==> src/rtl/core/blf_pkg.sv <==
`timescale 1ns / 1ps

package blf_pkg;

    // Screen geometry and store layout
    localparam int SCREEN_WIDTH  = 128;
    localparam int SCREEN_HEIGHT = 64;
    localparam int PAGE_ROWS     = 8;
    localparam int PAGE_COUNT    = (SCREEN_HEIGHT + PAGE_ROWS - 1) / PAGE_ROWS;
    localparam int STORE_BYTES   = PAGE_COUNT * SCREEN_WIDTH;
    localparam int ADDR_W        = $clog2(STORE_BYTES);

    // Fixed field widths
    localparam int X_W   = 7;
    localparam int Y_W   = 6;
    localparam int BA_W  = 10;
    // error term: |2*err| stays below 2*(127+63), so 10 bits signed is enough
    localparam int ERR_W = 10;

    // on-screen limits, wide enough for the largest screen
    localparam logic [8:0] WIDTH_LIMIT  = 9'(SCREEN_WIDTH);
    localparam logic [7:0] HEIGHT_LIMIT = 8'(SCREEN_HEIGHT);
    localparam logic [ADDR_W-1:0] LAST_ADDR = ADDR_W'(STORE_BYTES - 1);

    typedef enum logic [1:0] {
        OP_LINE  = 2'd0,
        OP_CLEAR = 2'd1,
        OP_READ  = 2'd2,
        OP_NONE  = 2'd3
    } opcode_t;

    typedef enum logic [2:0] {
        S_INIT,
        S_IDLE,
        S_CLEAR,
        S_LINE_RD,
        S_LINE_WR,
        S_READ_ADDR,
        S_READ_DATA,
        S_DONE
    } state_t;

    typedef struct packed {
        opcode_t           opcode;
        logic [X_W-1:0]    x_start;
        logic [Y_W-1:0]    y_start;
        logic [X_W-1:0]    x_end;
        logic [Y_W-1:0]    y_end;
        logic              pixel_on;
        logic [BA_W-1:0]   byte_address;
    } request_t;

    typedef struct packed {
        logic [7:0] read_data;
        opcode_t    finished_opcode;
    } response_t;

    // Frame store port
    typedef struct packed {
        logic              we;
        logic [ADDR_W-1:0] waddr;
        logic [7:0]        wdata;
        logic [ADDR_W-1:0] raddr;
    } store_req_t;

    // Line walker control and status
    typedef struct packed {
        logic load;
        logic step;
    } walk_ctrl_t;

    typedef struct packed {
        logic [X_W-1:0] x;
        logic [Y_W-1:0] y;
        logic           at_end;
    } walk_status_t;

    // Byte index of a pixel: page times width plus column
    function automatic logic [ADDR_W-1:0] pixel_addr(input logic [X_W-1:0] x,
                                                     input logic [Y_W-1:0] y);
        pixel_addr = ADDR_W'(ADDR_W'(y[Y_W-1:3]) * ADDR_W'(SCREEN_WIDTH)) + ADDR_W'(x);
    endfunction

    // Bit of a pixel within its byte
    function automatic logic [7:0] pixel_mask(input logic [Y_W-1:0] y);
        pixel_mask = 8'd1 << y[2:0];
    endfunction

    function automatic logic on_screen(input logic [X_W-1:0] x,
                                       input logic [Y_W-1:0] y);
        on_screen = (9'(x) < WIDTH_LIMIT) && (8'(y) < HEIGHT_LIMIT);
    endfunction

endpackage

==> src/rtl/core/blf_walk.sv <==
`timescale 1ns / 1ps

module blf_walk (
    input  logic                  clk,
    input  logic                  rst_n,
    input  blf_pkg::walk_ctrl_t   ctrl,
    input  blf_pkg::request_t     cmd,
    output blf_pkg::walk_status_t status
);
    import blf_pkg::*;

    logic [X_W-1:0]          x_reg, x_next;
    logic [Y_W-1:0]          y_reg, y_next;
    logic [X_W-1:0]          xb_reg, xb_next;
    logic [Y_W-1:0]          yb_reg, yb_next;
    logic signed [ERR_W-1:0] err_reg, err_next;
    logic signed [ERR_W-1:0] dx_reg, dx_next;
    logic signed [ERR_W-1:0] dy_reg, dy_next;
    logic                    sx_neg_reg, sx_neg_next;
    logic                    sy_neg_reg, sy_neg_next;

    logic signed [ERR_W:0]   twice;
    logic                    move_x;
    logic                    move_y;
    logic [X_W-1:0]          adx;
    logic [Y_W-1:0]          ady;

    // Setup and one Bresenham step per request
    always_comb
    begin
        x_next      = x_reg;
        y_next      = y_reg;
        xb_next     = xb_reg;
        yb_next     = yb_reg;
        err_next    = err_reg;
        dx_next     = dx_reg;
        dy_next     = dy_reg;
        sx_neg_next = sx_neg_reg;
        sy_neg_next = sy_neg_reg;

        twice  = {err_reg, 1'b0};
        move_x = twice >= (ERR_W + 1)'(dy_reg);
        move_y = twice <= (ERR_W + 1)'(dx_reg);

        adx = (cmd.x_end > cmd.x_start) ? cmd.x_end - cmd.x_start
                                        : cmd.x_start - cmd.x_end;
        ady = (cmd.y_end > cmd.y_start) ? cmd.y_end - cmd.y_start
                                        : cmd.y_start - cmd.y_end;

        if (ctrl.load)
        begin
            x_next      = cmd.x_start;
            y_next      = cmd.y_start;
            xb_next     = cmd.x_end;
            yb_next     = cmd.y_end;
            dx_next     = ERR_W'(adx);
            dy_next     = -ERR_W'(ady);
            err_next    = ERR_W'(adx) - ERR_W'(ady);
            sx_neg_next = !(cmd.x_start < cmd.x_end);
            sy_neg_next = !(cmd.y_start < cmd.y_end);
        end
        else if (ctrl.step)
        begin
            err_next = err_reg + (move_x ? dy_reg : '0) + (move_y ? dx_reg : '0);
            if (move_x)
            begin
                x_next = sx_neg_reg ? x_reg - 1'b1 : x_reg + 1'b1;
            end
            if (move_y)
            begin
                y_next = sy_neg_reg ? y_reg - 1'b1 : y_reg + 1'b1;
            end
        end
    end

    // Walker registers
    always_ff @(posedge clk or negedge rst_n)
    begin
        if (!rst_n)
        begin
            x_reg      <= '0;
            y_reg      <= '0;
            xb_reg     <= '0;
            yb_reg     <= '0;
            err_reg    <= '0;
            dx_reg     <= '0;
            dy_reg     <= '0;
            sx_neg_reg <= 1'b0;
            sy_neg_reg <= 1'b0;
        end
        else
        begin
            x_reg      <= x_next;
            y_reg      <= y_next;
            xb_reg     <= xb_next;
            yb_reg     <= yb_next;
            err_reg    <= err_next;
            dx_reg     <= dx_next;
            dy_reg     <= dy_next;
            sx_neg_reg <= sx_neg_next;
            sy_neg_reg <= sy_neg_next;
        end
    end

    assign status.x      = x_reg;
    assign status.y      = y_reg;
    assign status.at_end = (x_reg == xb_reg) && (y_reg == yb_reg);

endmodule

==> config.mk <==
export PLATFORM = sky130hd
export DESIGN_NAME = blf_walk
export DESIGN_NICKNAME = d
export VERILOG_FILES = /design/src/rtl/core/blf_pkg.sv /design/src/rtl/core/blf_walk.sv
export SDC_FILE = /design/constraint.sdc
export NUM_CORES = 1
export LEC_CHECK = 0
export BUFFER_PORTS_ARGS = -buffer_cell sky130_fd_sc_hd__buf_4
export CORE_ASPECT_RATIO = 2
export CORE_MARGIN = 8
export CORE_UTILIZATION = 43
export CTS_CLUSTER_DIAMETER = 120
export DETAILED_ROUTE_END_ITERATION = 7
export MAX_ROUTING_LAYER = met4
export PLACE_DENSITY = 0.74
export RECOVER_POWER = 100
export SLEW_MARGIN = 10
export SYNTH_ARGS = -nofsm -noshare
export SYNTH_HDL_FRONTEND = slang
export SYNTH_SLANG_ARGS = --single-unit
==> constraint.sdc <==
create_clock -name clk -period 9.2 [get_ports clk]
set_clock_uncertainty 0.05 [all_clocks]
set_input_delay 0.92 -clock clk [delete_from_list [all_inputs] [get_ports clk]]
set_output_delay 0.92 -clock clk [all_outputs]
set_load 0.005 [all_outputs]
# After elaboration in Yosys (flattened, before gate mapping)
# Cells that the tools add are included.
[classes] eq_ne=2 n_addsub=12 magnitude_cmp=6 n_reduce_logical=8 muxes=14
[op_table] cell="$mux 7" n=6
[op_table] cell="$mux 10" n=3
[op_table] cell="$mux 6" n=5
[op_table] cell="$sub 7x7->7" n=2
[op_table] cell="$sub 6x6->6" n=2
[op_table] cell="$ge 11x10->1" n=1
[op_table] cell="$le 11x8->1" n=1
[op_table] cell="$add 10x10->10" n=1
[op_table] cell="$add 10x7->10" n=1
[op_table] cell="$neg 6->10" n=1
[op_table] cell="$sub 7x6->8" n=1
[op_table] cell="$add 7x1->7 const B" n=1
[op_table] cell="$eq 7x7->1" n=1
[op_table] cell="$gt 7x7->1" n=1
[op_table] cell="$lt 7x7->1" n=1
[op_table] cell="$sub 7x1->7 const B" n=1
[op_table] cell="$add 6x1->6 const B" n=1
[op_table] cell="$eq 6x6->1" n=1
[op_table] cell="$gt 6x6->1" n=1
[op_table] cell="$lt 6x6->1" n=1
[op_table] cell="$reduce_bool 2->1" n=3
[op_table] cell="$sub 6x1->6 const B" n=1
[op_table] cell="$reduce_and 2->1" n=2
[op_table] cell="$logic_not 1->1" n=2
[op_table] cell="$logic_and 1x1->1" n=1
[word_totals] in_bits=43 elab_cells=51 regBits=55 output_inout_bits=14

# Logic depth before layout (Yosys ltp)
[depth] word_depth=6 mapped_depth=21 depth_no_buf=21

# Worst setup path before layout
# Ideal clock, no wire load.
[synth_path] path_kind="register to register" from="reg err_reg[7]" to="reg err_reg[9]" path_stages_with_launch=20 n_path_buf=1 synth_period_minus_slack_ns=4.129 slack_ns=5.071 t_required_ns=9.029 setup_time_ns=0.121 arrival_time_ns=3.957 path_cell_list="dfrtp_1 > ha_1 > a21o_1 > a2111o_1 > a31oi_1 > a221oi_1 > clkbuf_1 > and2_1 > fa_1 > ha_1 > inv_1 > fa_1 > nor2b_1 > o2111ai_1 > nand3_1 > o41ai_1 > xnor2_1 > xnor2_1 > o22a_1 > o22a_1"
[synth_via] elab_chain_len=6 word_cells_on_any_way=8 classes_between="2 x add/sub; 2 x order compare; 4 x mux"
[synth_lines] element="from (decl)" line="blf_walk.sv:16" text="logic signed [ERR_W-1:0] err_reg, err_next;"
[synth_lines] element="from (signal assigned)" line="blf_walk.sv:97" text="err_reg <= err_next;"
[synth_lines] element="$ge 11x10->1" line="blf_walk.sv:42" text="move_x = twice >= (ERR_W + 1)'(dy_reg);"
[synth_lines] element="$mux 10" line="blf_walk.sv:64" text="err_next = err_reg + (move_x ? dy_reg : '0) + (move_y ? dx_reg : '0);"
[synth_lines] element="$add 10x10->10" line="blf_walk.sv:64"
[synth_lines] element="$add 10x7->10 (*)" line="blf_walk.sv:64"
[synth_lines] element="$mux 10 (*)" line="blf_walk.sv:62" text="else if (ctrl.step)"
[synth_lines] element="$mux 10 (*)" line="blf_walk.sv:50" text="if (ctrl.load)"
# Mark *: on every way between the ends. The rest lies on a longest branch, timed or not. The select of a mux whose other input is x is not followed.
# A chain may end at the register's enable or synchronous reset.

# Final worst setup path
[layout_path] from="in cmd[21] (netlist bit)" to="reg err_reg[9]"
[layout_via] elab_chain_len=4 word_cells_on_any_way=6 classes_between="3 x add/sub; 1 x order compare; 2 x mux"
[layout_lines] element="from (decl)" line="blf_walk.sv:7" text="input blf_pkg::request_t cmd,"
[layout_lines] element="$gt 7x7->1" line="blf_walk.sv:45" text="adx = (cmd.x_end > cmd.x_start) ? cmd.x_end - cmd.x_start"
[layout_lines] element="$mux 7" line="blf_walk.sv:45"
[layout_lines] element="net adx[1]" line="blf_walk.sv:25" text="logic [X_W-1:0] adx;"
[layout_lines] element="$sub 7x6->8" line="blf_walk.sv:58" text="err_next = ERR_W'(adx) - ERR_W'(ady);"
[layout_lines] element="$mux 10" line="blf_walk.sv:50"
# The timed path passes the listed nets, and every way through them passes these cells.

==> run metrics <==
outcome finished, violations left; failing checks max-capacitance violations, max-slew violations; Max Cap Violations 2; critical-path maximum fanout 7; clk buf depth 2; GRT Util Overall 0.171; Clock transition at path regs 0.07 ns; sequential area share after synthesis 0.269; cts repair resizes 0; number of global-route vias before repair 4479; post-synth top area cell dfrtp_1; CP required 9.40 ns; Synth Area per Inst 9.16 µm²; arrival time at the worst endpoint 5.15 ns; die height 170 µm; Post-Route Setup TNS 0 ns; grt ovf 0; fin crit share 0.538; CTS tree yes; Pleak 2.86 nW; Initial Utilization 0.438; f_max 202 MHz; ANT cells 0; die width 93.2 µm; io pins 57; GPL Wtd Cong 0.901; synth top area cells dfrtp_1 27%, ha_1 17%, fa_1 5.9%; CTS H-tree lvls 2; die area 15900 µm²; Routed WL 12.6 mm; routed via count 4081; Hold Buf Count CTS 0; most frequent cell after synthesis inv_1; drt wl/cell 17.0 µm; Crit Path Class primary input to flop; cell total after placement 730; largest net degree at the start of global routing 89; final setup violation count 0; CTS Root Cell clkbuf_16; DRC 0; Max transition margin -1.35; startpoint types primary input; Fin. Hold Viols 0; Slew @ Worst Pin 3.52 ns; fill count 1061; fin crit period 4.95 ns; Layout Utilization 0.490; CTS Buf Count 5; WHS Path Cells 1; Finished Cell Area 5730 µm²; vias per inst 5.53; synth warn 0; core footprint 11700 µm²; Placement Cell Area 5550 µm²; Yosys reg bits 55; crit end category flop; Post-synth ARST share 1.00; Worst Reg-to-Reg Cells 19; Area Overhead vs Synth 11.9%; Netlist cell types 59; Site Rows 56; Max Slew Vio Count 145; nets 718; Peak supply drop 139 µV; syn nets 685; RSZ-0062 raised after global routing no; share of layout cells above drive strength 1 0.123; Top FF cell, synth dfrtp_1; Post-Synthesis Cells 559; fin cells 738; Post-DRT Antenna Nets 0; most common library cells after synthesis 74 x inv_1, 68 x ha_1, 55 x dfrtp_1; clock latency on the worst-skew pair 0.30 ns; initial antenna violation count 0; first-pass GRT wire length 20.9 mm; I/O Buffers 43; Iter 0 DRT Violations 165; setup bufs post-CTS 0; drt first pass iters 4; HP Class flop to flop; dpl hpwl 10.3 mm; Cell Area, Synth 5120 µm²; Sink Count 55; number of flops mapped to enable cells by yosys 0; Yosys top cell area share 0.269; PwrDens 305 nW/µm²
final timing paths:
kind	from	endpoint	slack, ns
max in group asynchronous	rst_n	y_reg[4]	5.80
max	cmd[21]	err_reg[9]	4.25
min reg2reg	dy_reg[0]	dy_reg[0]	0.48
min in group asynchronous	rst_n	xb_reg[0]	1.56
min	dy_reg[0]	dy_reg[0]	0.48
max reg2reg	err_reg[7]	err_reg[9]	4.53
logic make-up after synthesis:
group                      after synthesis  synth area share
adders and majority gates               83             0.225
AOI/OAI and AO/OA                      134             0.162
buffers and inverters                   92            0.0694
xor gates and xnor gates                46            0.0853
muxes                                   39            0.0819
and+or+nand+nor                        110             0.108
DFF                                     55             0.269
routing by layer:
layer	up-vias	share of wire	global-route usage
met5	-	0	-
met2	73	0.58	0.328
li1	1971	-	-
met1	1991	0.34	0.145
met4	0	0.069	0.127
met3	46	0.015	0.0199
cell usage in the layout, fill, tap and decap left out, types with 4 or more instances in the layout:
cell       synthesis  layout
nor2_1            18      18
nand4_1            5       5
mux2i_1           21      21
xnor2_1           29      29
nor2b_1            8       8
and2_1            10      10
buf_4              2      28
a21oi_1           41      41
o21ai_0           38      39
clkbuf_16          0       5
a21o_1            16      16
mux2_2            16      16
ha_1              68      68
o211ai_1           4       4
xor2_1            14      14
fa_1              15      15
nand3_1            6       6
clkbuf_1          10       4
nor3_1             6       6
inv_1             74      74
nand2_1           41      41
clkbuf_4           0      12
dfrtp_1           55      55
per-stage QoR:
| step | hold WS, ns | power, mW | setup WS [ns] |
|---|---|---|---|
| floorplan | 0.444 | 1.22 | 5.07 |
| global placement | 0.460 | 1.46 | 4.57 |
| detailed placement | 0.467 | 1.51 | 4.44 |
| CTS | 0.485 | 1.77 | 4.59 |
| global route | 0.497 | 1.92 | 3.88 |
| finish | 0.478 | 1.75 | 4.25 |
report_power, final:
part	total [mW]	switching (mW)	internal, mW
clock	0.249	0.0926	0.156
combinational	1.12	0.592	0.528
sequential	0.380	0.0736	0.307
critical path: stages:
cell and delay, ns:
clkbuf_1 0.14, inv_1 0.06, ha_1 0.39, a21oi_1 0.20
o21ai_0 0.16, o21ai_0 0.84, mux2i_1 0.49, inv_1 0.09
ha_1 0.29, nor2b_1 0.12, o21ai_0 0.25, a21oi_1 0.13
o21a_1 0.21, o21ai_0 0.19, and4b_1 0.33, o22a_1 0.18
o22a_1 0.13
layout make-up:
| type | count | area (µm²) | area share |
|---|---|---|---|
| Clock buffer | 5 | 125 | 0.0218 |
| Clock inverter | 3 | 67.6 | 0.0118 |
| Inverter | 74 | 278 | 0.0485 |
| Multi-Input combinational cell | 412 | 3380 | 0.591 |
| Sequential cell | 55 | 1380 | 0.240 |
| Tap cell | 145 | 181 | 0.0317 |
| Timing Repair Buffer | 44 | 315 | 0.0550 |
Note: power is estimated with default switching activity, not from simulation.
